===== config.mk =====
export PLATFORM = sky130hd
export DESIGN_NAME = unicode_char_class_tagger_core
export DESIGN_NICKNAME = d
export VERILOG_FILES = /design/src/rtl/core/uct_pkg.sv /design/src/rtl/core/unicode_char_class_tagger_core.sv
export SDC_FILE = /design/constraint.sdc
export NUM_CORES = 1
export LEC_CHECK = 0
export BUFFER_PORTS_ARGS = -buffer_cell sky130_fd_sc_hd__buf_2
export CAP_MARGIN = 40
export CORE_MARGIN = 3
export CORE_UTILIZATION = 55
export CTS_CLUSTER_SIZE = 28
export DETAILED_ROUTE_END_ITERATION = 8
export PLACE_DENSITY = 0.85
export SYNTH_ARGS = -nofsm -noshare
export SYNTH_HDL_FRONTEND = slang
export SYNTH_SLANG_ARGS = --single-unit

===== constraint.sdc =====
create_clock -name clk -period 1.95 [get_ports clk]
set_clock_uncertainty 0.1 [all_clocks]
set_input_delay 0.195 -clock clk [delete_from_list [all_inputs] [get_ports clk]]
set_output_delay 0.195 -clock clk [all_outputs]
set_load 0.05 [all_outputs]

===== src/rtl/core/uct_pkg.sv =====
`timescale 1ns / 1ps
// Package for the Unicode character class tagger: class, merge and tag codes,
// code point range bounds and the small set-membership and lookup functions.
// No dependencies.
package uct_pkg;

	typedef logic [20:0] code_point_t;

	typedef enum logic [3:0] {
		CLS_SPACE,
		CLS_HANGUL,
		CLS_LATIN,
		CLS_NUMBER,
		CLS_CJK,
		CLS_ELLIPSIS,
		CLS_PERIOD,
		CLS_OMARK,
		CLS_COMMA,
		CLS_QUOTE,
		CLS_SYMBOL,
		CLS_FOREIGN
	} char_class_t;

	localparam int NUM_CLASSES = 12;
	typedef logic [NUM_CLASSES-1:0] class_hits_t;

	typedef enum logic [1:0] {
		MERGE_SEPARATE,
		MERGE_BY_CHAR,
		MERGE_BY_TYPE
	} merge_mode_t;

	typedef enum logic [3:0] {
		TAG_NNG,
		TAG_SL,
		TAG_SN,
		TAG_SH,
		TAG_SE,
		TAG_SF,
		TAG_SO,
		TAG_SP,
		TAG_SS,
		TAG_SW
	} pos_tag_t;

	localparam code_point_t HANGUL_SYL_LO  = 21'h00AC00;
	localparam code_point_t HANGUL_SYL_HI  = 21'h00D7AF;
	localparam code_point_t HANGUL_JAMO_LO = 21'h001100;
	localparam code_point_t HANGUL_JAMO_HI = 21'h0011FF;
	localparam code_point_t CJK_UNI_LO     = 21'h004E00;
	localparam code_point_t CJK_UNI_HI     = 21'h009FD5;
	localparam code_point_t CJK_COMPAT_LO  = 21'h00F900;
	localparam code_point_t CJK_COMPAT_HI  = 21'h00FAD9;
	localparam code_point_t CJK_RADICAL_LO = 21'h002F00;
	localparam code_point_t CJK_RADICAL_HI = 21'h002FDF;
	localparam code_point_t LATIN1_LO      = 21'h0000C0;
	localparam code_point_t LATIN1_HI      = 21'h0000FF;
	localparam code_point_t LATIN1_MUL     = 21'h0000D7;
	localparam code_point_t LATIN1_DIV     = 21'h0000F7;
	localparam code_point_t ELLIPSIS_CP    = 21'h002026;

	function automatic logic space_char(input code_point_t c);
		case (c)
			21'h000020, 21'h000009, 21'h00000B, 21'h00000D, 21'h00000A,
			21'h003000: space_char = 1'b1;
			default: space_char = 1'b0;
		endcase
	endfunction

	function automatic logic period_char(input code_point_t c);
		case (c)
			21'h00002E, 21'h00FF0E, 21'h00FF61, 21'h00003F, 21'h00FF1F,
			21'h000021, 21'h00FF01: period_char = 1'b1;
			default: period_char = 1'b0;
		endcase
	endfunction

	function automatic logic omark_char(input code_point_t c);
		case (c)
			21'h00007E, 21'h00FF5E, 21'h0025CB, 21'h0025EF,
			21'h0025A1: omark_char = 1'b1;
			default: omark_char = 1'b0;
		endcase
	endfunction

	function automatic logic comma_char(input code_point_t c);
		case (c)
			21'h00002C, 21'h00FF0C, 21'h00FF64, 21'h00FF65, 21'h00003A,
			21'h00FF1A, 21'h00003B, 21'h00FF1B, 21'h00002F,
			21'h00FF0F: comma_char = 1'b1;
			default: comma_char = 1'b0;
		endcase
	endfunction

	function automatic logic quote_char(input code_point_t c);
		case (c)
			21'h000027, 21'h00FF07, 21'h002018, 21'h002019, 21'h000022,
			21'h00FF02, 21'h00201C, 21'h00201D, 21'h00002D, 21'h00FF0D,
			21'h000028, 21'h000029, 21'h00FF08, 21'h00FF09, 21'h00005B,
			21'h00005D, 21'h00FF3B, 21'h00FF3D, 21'h00007B, 21'h00007D,
			21'h00FF5B, 21'h00FF5D, 21'h00003C, 21'h00003E, 21'h00FF1C,
			21'h00FF1E: quote_char = 1'b1;
			default: quote_char = 1'b0;
		endcase
	endfunction

	function automatic logic symbol_char(input code_point_t c);
		case (c)
			21'h000060, 21'h000040, 21'h000023, 21'h000024, 21'h000025,
			21'h00005E, 21'h000026, 21'h00002A, 21'h00005F, 21'h00003D,
			21'h00002B, 21'h00007C, 21'h00005C,
			21'h00FF03, 21'h00FF04, 21'h00FF05, 21'h00FF06, 21'h00FF0A,
			21'h00FF0B, 21'h00FF1D, 21'h00FF20, 21'h00FF3C, 21'h00FF3E,
			21'h00FF3F, 21'h00FF40, 21'h00FF5C: symbol_char = 1'b1;
			default: symbol_char = 1'b0;
		endcase
	endfunction

	function automatic merge_mode_t merge_of(input char_class_t cls);
		case (cls)
			CLS_ELLIPSIS, CLS_PERIOD, CLS_OMARK: merge_of = MERGE_BY_CHAR;
			CLS_COMMA, CLS_QUOTE, CLS_SYMBOL:    merge_of = MERGE_SEPARATE;
			default:                             merge_of = MERGE_BY_TYPE;
		endcase
	endfunction

	// space has no tag; it reads as NNG and the error flag is raised instead
	function automatic pos_tag_t tag_of(input char_class_t cls);
		case (cls)
			CLS_LATIN:    tag_of = TAG_SL;
			CLS_FOREIGN:  tag_of = TAG_SL;
			CLS_NUMBER:   tag_of = TAG_SN;
			CLS_CJK:      tag_of = TAG_SH;
			CLS_ELLIPSIS: tag_of = TAG_SE;
			CLS_PERIOD:   tag_of = TAG_SF;
			CLS_OMARK:    tag_of = TAG_SO;
			CLS_COMMA:    tag_of = TAG_SP;
			CLS_QUOTE:    tag_of = TAG_SS;
			CLS_SYMBOL:   tag_of = TAG_SW;
			default:      tag_of = TAG_NNG;
		endcase
	endfunction

endpackage


===== src/rtl/core/unicode_char_class_tagger_core.sv =====
`timescale 1ns / 1ps
// Unicode character class tagger: three-stage pipeline from code point to
// class, merge mode and part-of-speech tag. Depends on uct_pkg.
// Pipeline: 3 register stages lie between an input transaction and its output.
// Throughput: one transaction per cycle; each stage holds while the next is full and stalled.
// Stage 1 registers the per-class match vector, stage 2 the priority-encoded
// class, stage 3 the output fields. Reset clears all stage valid bits.
module unicode_char_class_tagger_core (
	input  logic        clk,
	input  logic        arst_n,
	input  logic        s_tvalid,
	output logic        s_tready,
	input  logic [23:0] s_tdata,   // [20:0] code_point, zero padded
	output logic        m_tvalid,
	input  logic        m_tready,
	output logic [15:0] m_tdata,   // [3:0] char_class, [5:4] merge_mode, [9:6] pos_tag
	output logic        m_tuser    // [0] tag_error
);
	import uct_pkg::*;

	code_point_t c;
	class_hits_t hits_d;
	class_hits_t hits_s1;
	logic        v_s1, v_s2, v_s3;
	char_class_t cls_d, cls_s2, cls_s3;
	merge_mode_t merge_s3;
	pos_tag_t    tag_s3;
	logic        err_s3;
	logic        adv_s1, adv_s2, adv_s3;

	assign c = s_tdata[20:0];

	// a stage loads when it is empty or its content moves on this cycle
	assign adv_s3   = !v_s3 || m_tready;
	assign adv_s2   = !v_s2 || adv_s3;
	assign adv_s1   = !v_s1 || adv_s2;
	assign s_tready = adv_s1;

	always_comb begin
		hits_d               = '0;
		hits_d[CLS_SPACE]    = space_char(c);
		hits_d[CLS_HANGUL]   = (c >= HANGUL_SYL_LO && c <= HANGUL_SYL_HI) ||
		                       (c >= HANGUL_JAMO_LO && c <= HANGUL_JAMO_HI);
		hits_d[CLS_LATIN]    = (c >= 21'h000041 && c <= 21'h00005A) ||
		                       (c >= 21'h00FF21 && c <= 21'h00FF3A) ||
		                       (c >= 21'h000061 && c <= 21'h00007A) ||
		                       (c >= 21'h00FF41 && c <= 21'h00FF5A) ||
		                       (c >= LATIN1_LO && c <= LATIN1_HI &&
		                        c != LATIN1_MUL && c != LATIN1_DIV);
		hits_d[CLS_NUMBER]   = (c >= 21'h000030 && c <= 21'h000039) ||
		                       (c >= 21'h00FF10 && c <= 21'h00FF19);
		hits_d[CLS_CJK]      = (c >= CJK_UNI_LO && c <= CJK_UNI_HI) ||
		                       (c >= CJK_COMPAT_LO && c <= CJK_COMPAT_HI) ||
		                       (c >= CJK_RADICAL_LO && c <= CJK_RADICAL_HI);
		hits_d[CLS_ELLIPSIS] = (c == ELLIPSIS_CP);
		hits_d[CLS_PERIOD]   = period_char(c);
		hits_d[CLS_OMARK]    = omark_char(c);
		hits_d[CLS_COMMA]    = comma_char(c);
		hits_d[CLS_QUOTE]    = quote_char(c);
		hits_d[CLS_SYMBOL]   = symbol_char(c);
		hits_d[CLS_FOREIGN]  = 1'b1;
	end

	// priority order follows the class numbering
	always_comb begin
		if (hits_s1[CLS_SPACE])         cls_d = CLS_SPACE;
		else if (hits_s1[CLS_HANGUL])   cls_d = CLS_HANGUL;
		else if (hits_s1[CLS_LATIN])    cls_d = CLS_LATIN;
		else if (hits_s1[CLS_NUMBER])   cls_d = CLS_NUMBER;
		else if (hits_s1[CLS_CJK])      cls_d = CLS_CJK;
		else if (hits_s1[CLS_ELLIPSIS]) cls_d = CLS_ELLIPSIS;
		else if (hits_s1[CLS_PERIOD])   cls_d = CLS_PERIOD;
		else if (hits_s1[CLS_OMARK])    cls_d = CLS_OMARK;
		else if (hits_s1[CLS_COMMA])    cls_d = CLS_COMMA;
		else if (hits_s1[CLS_QUOTE])    cls_d = CLS_QUOTE;
		else if (hits_s1[CLS_SYMBOL])   cls_d = CLS_SYMBOL;
		else                            cls_d = CLS_FOREIGN;
	end

	always_ff @(posedge clk or negedge arst_n) begin
		if (!arst_n) begin
			v_s1 <= 1'b0;
			v_s2 <= 1'b0;
			v_s3 <= 1'b0;
		end else begin
			if (adv_s1) v_s1 <= s_tvalid;
			if (adv_s2) v_s2 <= v_s1;
			if (adv_s3) v_s3 <= v_s2;
		end
	end

	always_ff @(posedge clk) begin
		if (adv_s1 && s_tvalid) begin
			hits_s1 <= hits_d;
		end
		if (adv_s2 && v_s1) begin
			cls_s2 <= cls_d;
		end
		if (adv_s3 && v_s2) begin
			cls_s3   <= cls_s2;
			merge_s3 <= merge_of(cls_s2);
			tag_s3   <= tag_of(cls_s2);
			err_s3   <= (cls_s2 == CLS_SPACE);
		end
	end

	assign m_tvalid = v_s3;
	assign m_tdata  = {6'b0, tag_s3, merge_s3, cls_s3};
	assign m_tuser  = err_s3;

endmodule


---- Yosys cells after proc, flatten, opt, wreduce, memory -nomap -nowiden ----
Memory sizes are Yosys's and may differ from the RTL's. A register that Yosys moved wholly into a read port is not among the register bits.
Cells that the tools add are included.
word-level totals
  register bits after elaboration ......... 25
  memories kept ........................... 1
  output and inout port bits .............. 19
  input port bits ......................... 28
  memory bits (read-only) ................. 64
  logic and storage cells ................. 185
memories
  memory           depth  width  rd ports  clocked after Yosys merged registers in  wr ports  line            text
  (no name shown)  16     4      1         1                                        0         uct_pkg.sv:129  case (cls)
cells by class
  multiplexer cells ....................... 17
  reductions and logical operators ........ 43
  equality and inequality tests ........... 89
  magnitude comparators ................... 24
operators with widths
  operator              number
  $eq 21x16->1 const B  35
  $eq 21x6->1 const B   22
  $eq 21x7->1 const B   11
  $eq 21x14->1 const B  9
  $le 21x16->1 const B  6
  $ge 21x16->1 const B  5
  $eq 21x4->1 const B   4
  $reduce_or 26->1      2
  $ge 21x7->1 const B   2
  $le 21x7->1 const B   2
  $ne 21x8->1 const B   2
  $ge 21x13->1 const B  1
  $ge 21x14->1 const B  1
  $ge 21x15->1 const B  1
  $ge 21x6->1 const B   1
  $ge 21x8->1 const B   1
  $le 21x13->1 const B  1
  $le 21x14->1 const B  1
  $le 21x6->1 const B   1
  $le 21x8->1 const B   1
  $logic_and 1x1->1     17
  $eq 4x3->1 const B    3
  $eq 4x4->1 const B    3
  $mux 3                4
  14 further kinds      37

---- Depth between registers and ports, before layout ----
Gate-level depths: netlist of the first run.
  depth in word-level cells ............... 10
  gate-level depth with buffers ........... 7

---- Worst setup path after synthesis of the first run ----
Ideal clock, no wire load.
  path kind ............................... reg2reg
  from .................................... reg v_s3 (netlist: m_tvalid)
  to ...................................... reg hits_s1[0] (enable)
  cell stages (with the launch flop) ...... 4
  setup time .............................. 0.294 ns
  data arrival time ....................... 1.749 ns
  period minus slack after synthesis ...... 2.143 ns
  setup slack ............................. -0.193 ns
  path through ............................ dfrtp_1 -> nor2b_1 -> nand3_1 -> and2_1
between the ends
  word-level cells in the longest chain between the ends .. 5
RTL lines
  element                 line                                  text
  start, declared         unicode_char_class_tagger_core.sv:24  logic v_s1, v_s2, v_s3;
  start signal, assigned  unicode_char_class_tagger_core.sv:88  if (adv_s3) v_s3 <= v_s2;
  $logic_not 1->1         unicode_char_class_tagger_core.sv:34  assign adv_s3 = !v_s3 || m_tready;
  $logic_or 1x1->1        unicode_char_class_tagger_core.sv:34
  $logic_or 1x1->1        unicode_char_class_tagger_core.sv:35  assign adv_s2 = !v_s2 || adv_s3;
  $logic_or 1x1->1        unicode_char_class_tagger_core.sv:36  assign adv_s1 = !v_s1 || adv_s2;
  named net s_tready      unicode_char_class_tagger_core.sv:12  output logic s_tready,
  $logic_and 1x1->1       unicode_char_class_tagger_core.sv:93  if (adv_s1 && s_tvalid) begin
  end signal, assigned    unicode_char_class_tagger_core.sv:94  hits_s1 <= hits_d;
  end, declared           unicode_char_class_tagger_core.sv:23  class_hits_t hits_s1;
The timed path passes the listed nets, and every way through them passes these cells.
A chain may end at the register's enable or synchronous reset.

---- Worst setup path after layout of the first run ----
  from .................................... in s_tdata[19]
  to ...................................... reg hits_s1[8], data pin
between the ends
  word-level cells in the longest chain between the ends .. 3
  elaborated cells between the ends (all ways) .. 12
RTL lines
  element                                             line                                  text
  start, declared                                     unicode_char_class_tagger_core.sv:13  input logic [23:0] s_tdata,
  $eq 21x6->1 / $eq 21x16->1 (equally long branches)  uct_pkg.sv:87                         case (c)
  $reduce_or 10->1 (*)                                uct_pkg.sv:87
  $mux 1 (*)                                          uct_pkg.sv:87
  named net hits_d[8]                                 unicode_char_class_tagger_core.sv:22  class_hits_t hits_d;
The timed path passes the listed nets; every way through them passes the cells marked *.

==> results of run 1 <==
## layout make-up
cell class                      instances  area share
Clock buffer                            6     0.02539
Clock inverter                          2    0.003503
Inverter                               12     0.01576
Timing Repair Buffer                   68      0.1471
Multi-Input combinational cell        215      0.4869
Sequential cell                        29      0.2995
Tap cell                               50     0.02189
## cells in the final DEF (no fill, tap or decap), types with 3 or more instances in the layout
master and instances:
sky130_fd_sc_hd__o21ai_0 13, sky130_fd_sc_hd__inv_1 12, sky130_fd_sc_hd__dfrtp_1 3, sky130_fd_sc_hd__nor2b_1 7
sky130_fd_sc_hd__o22ai_1 5, sky130_fd_sc_hd__xor2_1 4, sky130_fd_sc_hd__or4_4 3, sky130_fd_sc_hd__or4_1 4
sky130_fd_sc_hd__ha_1 4, sky130_fd_sc_hd__conb_1 6, sky130_fd_sc_hd__buf_4 30, sky130_fd_sc_hd__nand4b_1 3
sky130_fd_sc_hd__nor4_1 10, sky130_fd_sc_hd__a21oi_1 9, sky130_fd_sc_hd__o31ai_1 4, sky130_fd_sc_hd__nand2b_1 10
sky130_fd_sc_hd__nand4_1 11, sky130_fd_sc_hd__clkbuf_8 5, sky130_fd_sc_hd__buf_2 37, sky130_fd_sc_hd__nor3_1 12
sky130_fd_sc_hd__and2_1 4, sky130_fd_sc_hd__nor4b_1 4, sky130_fd_sc_hd__nand3_1 10, sky130_fd_sc_hd__mux2i_1 4
sky130_fd_sc_hd__edfxtp_1 26, sky130_fd_sc_hd__nor2_1 19, sky130_fd_sc_hd__nand2_1 22, sky130_fd_sc_hd__a22o_1 3
sky130_fd_sc_hd__a31oi_1 3
## cell families (layout without fill, tap and decap cells)
group                      count (synthesis)  after routing  synth area share
muxes                                      4              4           0.01604
adders and majority gates                  4              4           0.02005
xor gates and xnor gates                   5              5           0.01754
DFF                                       29             29            0.3429
buffers and inverters                     41             88            0.1093
other                                      1              6          0.001502
and+or+nand+nor                          134            134            0.3168
AOI/OAI and AO/OA                         62             62            0.1760
## Yosys cell counts (all sizes together) (3+ instances only)
cell type,number
a31oi,3
nand3,11
o22ai,5
a22o,3
nand2,22
clkbuf,9
nor2,20
nor4,11
nor3,12
and2,5
xor2,4
mux2i,4
nor4b,4
nand4b,3
ha,4
buf,20
o21ai,13
o31ai,4
nor2b,7
inv,12
edfxtp,26
a21oi,9
or4,7
and4,3
nand2b,10
nand4,11
dfrtp,3
## sequential cells by signal, summed over array words and instances (netlist names)
name,flops
m_tvalid,1
merge_s3,2
m_tuser,1
tag_s3,4
v_s1,1
cls_s3,4
cls_s2,4
v_s2,1
hits_s1,11
## power by group
group          switching [W]  internal [W]  leakage (nW)
registers          0.0000352      0.000745         0.291
clock network       0.000217      0.000246        0.0450
logic               0.000339      0.000157         0.769
## through the flow
step | setup TNS [ps] | std cells
finish | 0 | 382
global route | 0 | 382
CTS | 0 | 382
detailed placement | -18.21 | 373
global placement | -3.627 | 373
floorplan | 0 | 285
## routing by layer
| layer | wire [µm] | vias up |
|---|---|---|
| li1 | - | 1159 |
| met1 | 2621 | 1082 |
| met2 | 2905 | 106 |
| met3 | 460 | 4 |
| met4 | 56 | 0 |
| met5 | 0 | - |
## repair_timing
item	CTS	global route
hold endpoints to repair	3	0
hold buffers	1	0
setup buffers	0	0
## worst max-delay path, delay by kind of cell
family,cells,cell delay (ps)
AND/OR/NAND/NOR,3,980
AO/OA/AOI/OAI,1,240
buffers and inverters,2,290
## path summary, 6_finish.rpt
check                                       end  slack, ps  depth (start not counted)
min reg2reg                    v_s2$_DFFE_PN0P_        430                          1
min in group asynchronous      v_s2$_DFFE_PN0P_        150                          2
max in group asynchronous      v_s1$_DFFE_PN0N_       1490                          2
max                        hits_s1[8]$_DFFE_PP_        240                          6
max reg2reg                hits_s1[1]$_DFFE_PP_        450                          3
min                            v_s1$_DFFE_PN0N_         50                          2
==> impl_metrics.json, run 1 <==
{
  "fp.dieW_um": 73.37,
  "cts.htree.levels": 2,
  "synth.lib_cells_used.distinct": 65,
  "power_w": 0.001740,
  "timing.critical_path.slowest_stage_cell": "sky130_fd_sc_hd__or4_4",
  "drt_pass1_iterations": 4,
  "design.core.area_mm2": 0.004173,
  "dominantRegCellSynth": "sky130_fd_sc_hd__edfxtp_1",
  "vias_in_the_first_global_route": 2165,
  "synth.largest_area_cell": "sky130_fd_sc_hd__edfxtp_1",
  "max_cap_viol_count": 0,
  "drtIter0Drc": 143,
  "synth.top_cells.by_area": "sky130_fd_sc_hd__edfxtp_1, sky130_fd_sc_hd__nand2_1, sky130_fd_sc_hd__dfrtp_1",
  "routability_congestion_estimate": 0.9478,
  "final.period_utilization": 0.8795,
  "placement_rows": 23,
  "timing_max_transition_violations_final": 0,
  "worst_r2r_startpoint": "m_tvalid$_DFFE_PN0P_",
  "seq_area_frac_synth": 0.3429,
  "grt_antenna_before_repair": 0,
  "critical_path.max_fanout": 6,
  "power_per_cell_area_mw_per_mm2": 608.8,
  "synth_edf_count": 26,
  "drt.antenna.violating_nets": 0,
  "design.final.nets": 363,
  "rsz0062_at_grt": "no",
  "groute.layer.met1.usage": 0.3011,
  "cts.path.max_buffers": 2,
  "cts_inserted_buffers": 5,
  "setup.worst_path.end_class": "flip-flop",
  "ir_drop_uv": 322.0,
  "routed_wire_length_per_instance_um": 15.82,
  "area.growth.synth_to_final_pct": 14.49,
  "ys_seq_elements": 29,
  "placement.cell_area_mm2": 0.002765,
  "critPathKind": "input pin to flip-flop",
  "postSynthCellCount": 280,
  "cp_data_arrival_time_ps": 1710,
  "status": "finished clean",
  "dieArea_mm2": 0.005382,
  "clock_sink_count": 29,
  "critical_path.max_stage_delay_ps": 560,
  "p_leak_nw": 1.105,
  "postSynthAreaPerCell_um2": 8.915,
  "post_route_setup_slack_ps": 235.0,
  "holdWs_ps": 48.26,
  "startpoint_type": "input pin",
  "via_count": 2351,
  "grt_pass1_wl_mm": 9.742,
  "finalWirelength_mm": 6.043,
  "post_cts.resized_instances": 0,
  "synth_top_area_frac": 0.3128,
  "grt_remaining_overflow": 0,
  "timing.final.crit_period_ps": 1715,
  "timing.critical_path.required_ps": 1950,
  "floorplan.initialDensity": 0.5982,
  "async_reset_ff_frac": 0.1034,
  "layout.cell_area.non_filler_mm2": 0.002858,
  "detailedPlace.worstSlack_ps": -18.21,
  "crit_chain": "buf_2 > or4_4 > nor4_4 > buf_4 > nand4_1 > o221ai_1",
  "detailedPlacementHpwl_mm": 4.592,
  "numPortBuffers": 37,
  "cell_area_after_technology_mapping_mm2": 0.002496,
  "maxClockFrequency_ghz": 0.5831,
  "grt_peak_use_layer": "met2",
  "grt_use_met3": 0.03557,
  "grt_max_degree": 15,
  "multi_input_comb_area_mm2": 0.001391,
  "cts_tree": "yes",
  "hold_path_startpoint": "s_tvalid",
  "final-hold-violation-count": 0,
  "worstSkewPairLatency_ps": 280,
  "grtUsageMet2": 0.3853,
  "antenna_cells_inserted": 0,
  "cts.clk_slew.worst_paths_ps": 60,
  "sequential_cell_area_um2": 855.8,
  "hold_path.class": "input pin to flip-flop",
  "grt_usage": 0.2315,
  "die_y_um": 73.37,
  "drt-vias-per-instance": 6.154,
  "worst_setup_path_startpoint": "s_tdata[19]",
  "filler_cell_count": 353,
  "drc_violations_left": 0,
  "timing.final.setup_violations": 0,
  "cts_root_buf": "sky130_fd_sc_hd__clkbuf_8",
  "final_core_utilization": 0.6849,
  "drive_above_1_share": 0.2560,
  "ys_warns": 0,
  "ioPinCount": 47
}
Power figures use the tool's default switching activity.
==> run 2: changes to the inputs <==
- BUFFER_PORTS_ARGS: -buffer_cell sky130_fd_sc_hd__buf_2 -> -buffer_cell sky130_fd_sc_hd__clkbuf_2
==> run 2 against run 1 <==
Effect of this change:
- cell count rose by 0.52%
- clock-buffer cell count rose by 1
- critical path type unchanged
- combinational power rose by 2%
- fmax rose by 2.9%
- register-to-register slack got worse by 30 ps
- worst hold slack got worse by 16 ps
- largest power group unchanged
==> impl_metrics.json, run 2 (synthesis results as in run 1) <==
{
  "via_count": 2420,
  "worst_r2r_startpoint": "m_tvalid$_DFFE_PN0P_",
  "critical_path.top_delay_family": "simple AND/OR/NAND/NOR gates",
  "crit_chain": "clkbuf_2 > or4_4 > nor4_4 > buf_4 > a21boi_0 > a41oi_1 > o311ai_1",
  "antenna_cells_inserted": 0,
  "timing.critical_path.required_ps": 1930,
  "power_w": 0.001904,
  "floorplan.initialDensity": 0.5982,
  "grt_remaining_overflow": 0,
  "critical_path.max_stage_delay_ps": 560,
  "clock_sink_count": 29,
  "fp.dieW_um": 73.37,
  "placement_rows": 23,
  "hold_buffers": 1,
  "critPathKind": "input pin to flip-flop",
  "final-hold-violation-count": 0,
  "cts_root_buf": "sky130_fd_sc_hd__clkbuf_8",
  "cts.clk_slew.worst_paths_ps": 60,
  "ioPinCount": 47,
  "max_cap_viol_count": 0,
  "filler_cell_count": 340,
  "timing.final.setup_violations": 0,
  "cts_inserted_buffers": 5,
  "maxClockFrequency_ghz": 0.5997,
  "detailedPlacementHpwl_mm": 4.838,
  "timing.final.crit_period_ps": 1667,
  "holdWs_ps": 32.69,
  "drt.antenna.violating_nets": 0,
  "design.core.area_mm2": 0.004173,
  "dieArea_mm2": 0.005382,
  "cp_data_arrival_time_ps": 1650,
  "r2r.worst_path.cells": 3,
  "mostFrequentLayoutCell": "sky130_fd_sc_hd__clkbuf_2",
  "worst-path-buf-inv": 2,
  "fin_cells": 384,
  "grt_pass1_wl_mm": 10.07,
  "drt-vias-per-instance": 6.302,
  "hold_path.class": "input pin to flip-flop",
  "area.growth.synth_to_final_pct": 16.94,
  "p_leak_nw": 1.142,
  "vias_in_the_first_global_route": 2186,
  "drc_violations_left": 0,
  "drive_above_1_share": 0.2605,
  "timing_max_transition_violations_final": 0,
  "final.period_utilization": 0.8551,
  "rsz0062_at_grt": "no",
  "largest-register": "hits_s1",
  "hold_path_startpoint": "s_tvalid",
  "cts.path.max_buffers": 2,
  "die_y_um": 73.37,
  "routed_wire_length_per_instance_um": 16.23,
  "most-common-layout-cells": "sky130_fd_sc_hd__clkbuf_2, sky130_fd_sc_hd__buf_4, sky130_fd_sc_hd__edfxtp_1",
  "largest_reg_flops": 11,
  "timing.hold.worst_path_depth": 2,
  "design.final.nets": 365,
  "worst-r2r-setup-slack_ps": 420,
  "numPortBuffers": 37,
  "routability_congestion_estimate": 1.000,
  "cts_tree": "yes",
  "cts.htree.levels": 2,
  "power_per_cell_area_mw_per_mm2": 652.3,
  "finalWirelength_mm": 6.231,
  "drt_pass1_iterations": 5,
  "grt_max_degree": 20,
  "post_cts.resized_instances": 0,
  "status": "finished clean",
  "drtIter0Drc": 132,
  "worstSkewPairLatency_ps": 270,
  "place.detailed.instances": 375,
  "critical_path.max_fanout": 5,
  "finalSetupTns_ps": 0,
  "hold-path-endpoint": "v_s1$_DFFE_PN0N_",
  "ir_drop_uv": 381.6,
  "regToRegEndpoint": "hits_s1[0]$_DFFE_PP_",
  "grt_antenna_before_repair": 0,
  "post_cts.repair.setup_buffers": 0,
  "critical_path_depth": 7,
  "timing.critical_path.slowest_stage_cell": "sky130_fd_sc_hd__or4_4",
  "startpoint_type": "input pin",
  "grt_usage": 0.2377,
  "setup.worst_path.end_class": "flip-flop"
}
==> run 2: changes by cell type in the layout (fill, tap and decap cells not counted), sizes merged <==
| cell | delta |
|---|---|
| clkbuf | +38 |
| bufinv | +1 |
| clkinv | -2 |
| buf | -35 |
==> run 2: report_power, final <==
group	switching (W)	internal, W
clock network	0.000204	0.000415
registers	0.0000355	0.000746
logic	0.000344	0.000160
total	0.000583	0.00132
==> run 2: cell type report <==
cell class	instances	area, µm²	area share
clock buffers	7	86.33	0.02958
clock inverters	1	30.03	0.01029
inverters	12	45.04	0.01543
multi-input cells	215	1391	0.4766
flip-flops and latches	29	855.8	0.2932
well taps	50	62.56	0.02143
repair buffers	70	447.9	0.1535
==> run 2: through the flow <==
stage | instance area [µm²] | setup slack [ps] | util
floorplan | 2520 | 9.046 | -
global placement | 2793 | 59.98 | 0.6693
detailed placement | 2793 | -10.56 | 0.6693
CTS | 2919 | 302.0 | 0.6996
global route | 2919 | 224.3 | 0.6996
finish | 2919 | 282.6 | 0.6996
==> run 2: how the worst max path moves through the flow <==
stage                               from                   end  slack (ps)
detailed placement            s_tdata[9]  hits_s1[6]$_DFFE_PP_         -10
floorplan           m_tvalid$_DFFE_PN0P_  hits_s1[0]$_DFFE_PP_           9
global placement             s_tdata[19]  hits_s1[9]$_DFFE_PP_          60
finish                       s_tdata[19]  hits_s1[9]$_DFFE_PP_         280
global route                  s_tdata[8]  hits_s1[6]$_DFFE_PP_         220
CTS                          s_tdata[19]  hits_s1[9]$_DFFE_PP_         300
==> run 2: worst register-to-register path, stage by stage, from the launching register on <==
cell and delay, ps:
sky130_fd_sc_hd__dfrtp_1 400, sky130_fd_sc_hd__nor2b_1 160, sky130_fd_sc_hd__nand3_2 90, sky130_fd_sc_hd__and2_1 420
==> run 2: metal layers <==
metal	routed length [µm]	share of wire	up-vias	track usage
met3	493	0.079	10	0.02326
met4	120	0.019	0	0.08853
met5	0	0	-	0
met1	2494	0.40	1113	0.3053
met2	3123	0.50	129	0.4121
li1	-	-	1168	-
==> run 3: changes to the inputs <==
- ABC_AREA: unset -> 1
- GPL_TIMING_DRIVEN: unset -> 0
- PLACE_DENSITY: 0.85 -> 0.84
==> run 3 against run 2 <==
Effect of this change:
- fmax increased by 4.8%
- first-iteration DRC count increased by 110%
- worst hold slack better by 9.7 ps
==> impl_metrics.json, run 3 <==
{
  "detailedPlacementHpwl_mm": 6.585,
  "grt_remaining_overflow": 0,
  "via_count": 3124,
  "crit_chain": "clkbuf_2 > inv_1 > nand2_1 > inv_1 > nand2_1 > inv_1 > o21ai_0 > o31ai_1 > nand2_1 > nand4_1",
  "cell_area_after_technology_mapping_mm2": 0.002808,
  "worst-path-buf-inv": 4,
  "clock_sink_count": 29,
  "fin_cells": 555,
  "floorplan.initialDensity": 0.5829,
  "worst_slew_margin_rel": 0.6332,
  "grt_usage": 0.2920,
  "fp.dieW_um": 77.45,
  "synth.lib_cells_used.distinct": 38,
  "synth.top_cells.by_area": "sky130_fd_sc_hd__edfxtp_1, sky130_fd_sc_hd__nand2_1, sky130_fd_sc_hd__nor2_1",
  "vias_in_the_first_global_route": 2950,
  "antenna_cells_inserted": 0,
  "synthMostInstantiatedCell": "sky130_fd_sc_hd__nand2_1",
  "grt_pass1_wl_mm": 13.95,
  "rsz0062_at_grt": "no",
  "routed_wire_length_per_instance_um": 15.02,
  "drt.antenna.violating_nets": 0,
  "area.growth.synth_to_final_pct": 12.97,
  "ys_warns": 0,
  "worstSkewPairLatency_ps": 270,
  "cts.htree.levels": 2,
  "timing.final.crit_period_ps": 1592,
  "drive_above_1_share": 0.1578,
  "largest_reg_flops": 11,
  "synth_top_area_frac": 0.2781,
  "met2WireLength_mm": 4.086,
  "finalWirelength_mm": 8.337,
  "postSynthAreaPerCell_um2": 6.367,
  "critical_path.top_delay_family": "simple AND/OR/NAND/NOR gates",
  "synth_edf_count": 26,
  "synth.largest_area_cell": "sky130_fd_sc_hd__edfxtp_1",
  "timing.final.setup_violations": 0,
  "worst_pin_slew_ps": 550.1,
  "dieArea_mm2": 0.005999,
  "final-hold-violation-count": 0,
  "postSynthCellCount": 441,
  "drt-vias-per-instance": 5.629,
  "dominantRegCellSynth": "sky130_fd_sc_hd__edfxtp_1",
  "cts_inserted_buffers": 5,
  "placement_rows": 25,
  "finalSetupTns_ps": 0,
  "critical_path.max_stage_delay_ps": 220,
  "setup.worst_path.end_class": "flip-flop",
  "die_y_um": 77.45,
  "max_cap_viol_count": 0,
  "timing.critical_path.required_ps": 1850,
  "p_leak_nw": 1.467,
  "ir_drop_uv": 495.0,
  "holdWs_ps": 42.44,
  "largest-register": "hits_s1",
  "drt_pass1_iterations": 5,
  "mostFrequentLayoutCell": "sky130_fd_sc_hd__nand2_1",
  "timing_max_transition_violations_final": 0,
  "async_reset_ff_frac": 0.1034,
  "timing.critical_path.slowest_stage_cell": "sky130_fd_sc_hd__nand2_1",
  "design.final.nets": 519,
  "most-common-layout-cells": "sky130_fd_sc_hd__nand2_1, sky130_fd_sc_hd__nor2_1, sky130_fd_sc_hd__inv_1",
  "cp_data_arrival_time_ps": 1490,
  "final.period_utilization": 0.8162,
  "critical_path.max_fanout": 7,
  "cts.path.max_buffers": 2,
  "status": "finished clean",
  "grt_antenna_before_repair": 0,
  "maxClockFrequency_ghz": 0.6283,
  "place.detailed.instances": 546,
  "route.met3.wl_um": 757,
  "power_per_cell_area_mw_per_mm2": 652.6,
  "cts.clk_slew.worst_paths_ps": 60,
  "drc_violations_left": 0,
  "ioPinCount": 47,
  "cts_root_buf": "sky130_fd_sc_hd__clkbuf_8",
  "critPathKind": "input pin to flip-flop",
  "ys_seq_elements": 29,
  "seq_area_frac_synth": 0.3048,
  "cts_tree": "yes",
  "drtIter0Drc": 276,
  "numPortBuffers": 32,
  "grt_max_degree": 12,
  "met1Wirelength_mm": 3.347,
  "design.core.area_mm2": 0.004817,
  "hold_path.class": "input pin to flip-flop",
  "post_cts.resized_instances": 0,
  "routability_congestion_estimate": 1.018,
  "top_signal_layer_used": "met4",
  "startpoint_type": "input pin",
  "synth_top_cells_by_count": "sky130_fd_sc_hd__nand2_1, sky130_fd_sc_hd__nor2_1, sky130_fd_sc_hd__inv_1, sky130_fd_sc_hd__nand3_1, sky130_fd_sc_hd__edfxtp_1"
}
run 3: cell count changes after synthesis, sizes merged, moves of 10 or more:
| cell | before | now |
|---|---|---|
| nand2b | 10 | 0 |
| nand2 | 22 | 106 |
| nand3 | 11 | 36 |
| o21ai | 13 | 25 |
| inv | 12 | 74 |
| nor2 | 20 | 86 |
run 3: cell families (layout without fill, tap and decap cells):
| family | count (synthesis) | count (layout) | share of synthesized area |
|---|---|---|---|
| and+or+nand+nor | 265 | 265 | 0.4274 |
| DFF | 29 | 29 | 0.3048 |
| adders and majority gates | 4 | 4 | 0.01783 |
| AOI/OAI and AO/OA | 56 | 56 | 0.1159 |
| buffers and inverters | 86 | 128 | 0.1328 |
| other | 1 | 6 | 0.001336 |
run 3: metrics by stage:
| step | cell area (µm²) | setup slack [ps] | power (W) | util |
|---|---|---|---|---|
| 2_1_floorplan | 2829 | 146.1 | 0.001421 | - |
| 3_3_place_gp | 3073 | 128.6 | 0.001585 | 0.6379 |
| 3_5_place_dp | 3080 | 175.5 | 0.001622 | 0.6395 |
| 4_1_cts | 3172 | 395.7 | 0.002072 | 0.6584 |
| 5_1_grt | 3172 | 229.8 | 0.002195 | 0.6584 |
| 6_report | 3172 | 358.4 | 0.002070 | 0.6584 |
run 3: what timing repair did:
item                                    in CTS  in global routing
buffers inserted                             0                  0
endpoints found under the setup margin       0                  0
endpoints found under the hold margin        3                  0
hold buffers                                 1                  0
run 3: worst paths after layout:
path / start / end / slack, ps / cells past startpoint
max: s_tdata[5] / hits_s1[9]$_DFFE_PP_ / 360 / 10
min: s_tvalid / v_s1$_DFFE_PN0N_ / 40 / 3
max reg2reg: cls_s2[0]$_SDFFCE_PP0P_ / merge_s3[1]$_DFFE_PP_ / 420 / 6
min reg2reg: v_s2$_DFFE_PN0P_ / m_tvalid$_DFFE_PN0P_ / 400 / 2
max in group asynchronous: arst_n / v_s2$_DFFE_PN0P_ / 1480 / 2
min in group asynchronous: arst_n / m_tvalid$_DFFE_PN0P_ / 150 / 2
run 3: worst reg2reg max path, stage by stage (launching register included):
cell and delay (ps):
sky130_fd_sc_hd__edfxtp_1 400, sky130_fd_sc_hd__inv_1 100, sky130_fd_sc_hd__ha_1 230, sky130_fd_sc_hd__nor2_1 140, sky130_fd_sc_hd__a21oi_1 90, sky130_fd_sc_hd__or2_2 290
sky130_fd_sc_hd__inv_1 60
run 3: layout make-up:
| class | count | area (µm²) |
|---|---|---|
| repair buffers | 34 | 177.7 |
| multi-input cells | 331 | 1600 |
| plain buffers | 11 | 90.09 |
| clock buffers | 5 | 68.82 |
| inverters | 75 | 282.8 |
| well taps | 67 | 83.83 |
| flip-flops and latches | 29 | 855.8 |
| fillers | 460 | 1645 |
| clock inverters | 3 | 12.51 |
run 3: routing by layer:
metal / vias to the layer above / global-route usage
met1: 1392 / 0.3785
met5: - / 0
met2: 184 / 0.5009
li1: 1538 / -
met3: 10 / 0.02436
met4: 0 / 0.1192
run 3: power by group:
| part | internal, W | switching, W |
|---|---|---|
| logic | 0.000175 | 0.000579 |
| clock network | 0.000239 | 0.000203 |
| registers | 0.000819 | 0.0000543 |
| total | 0.00123 | 0.000837 |
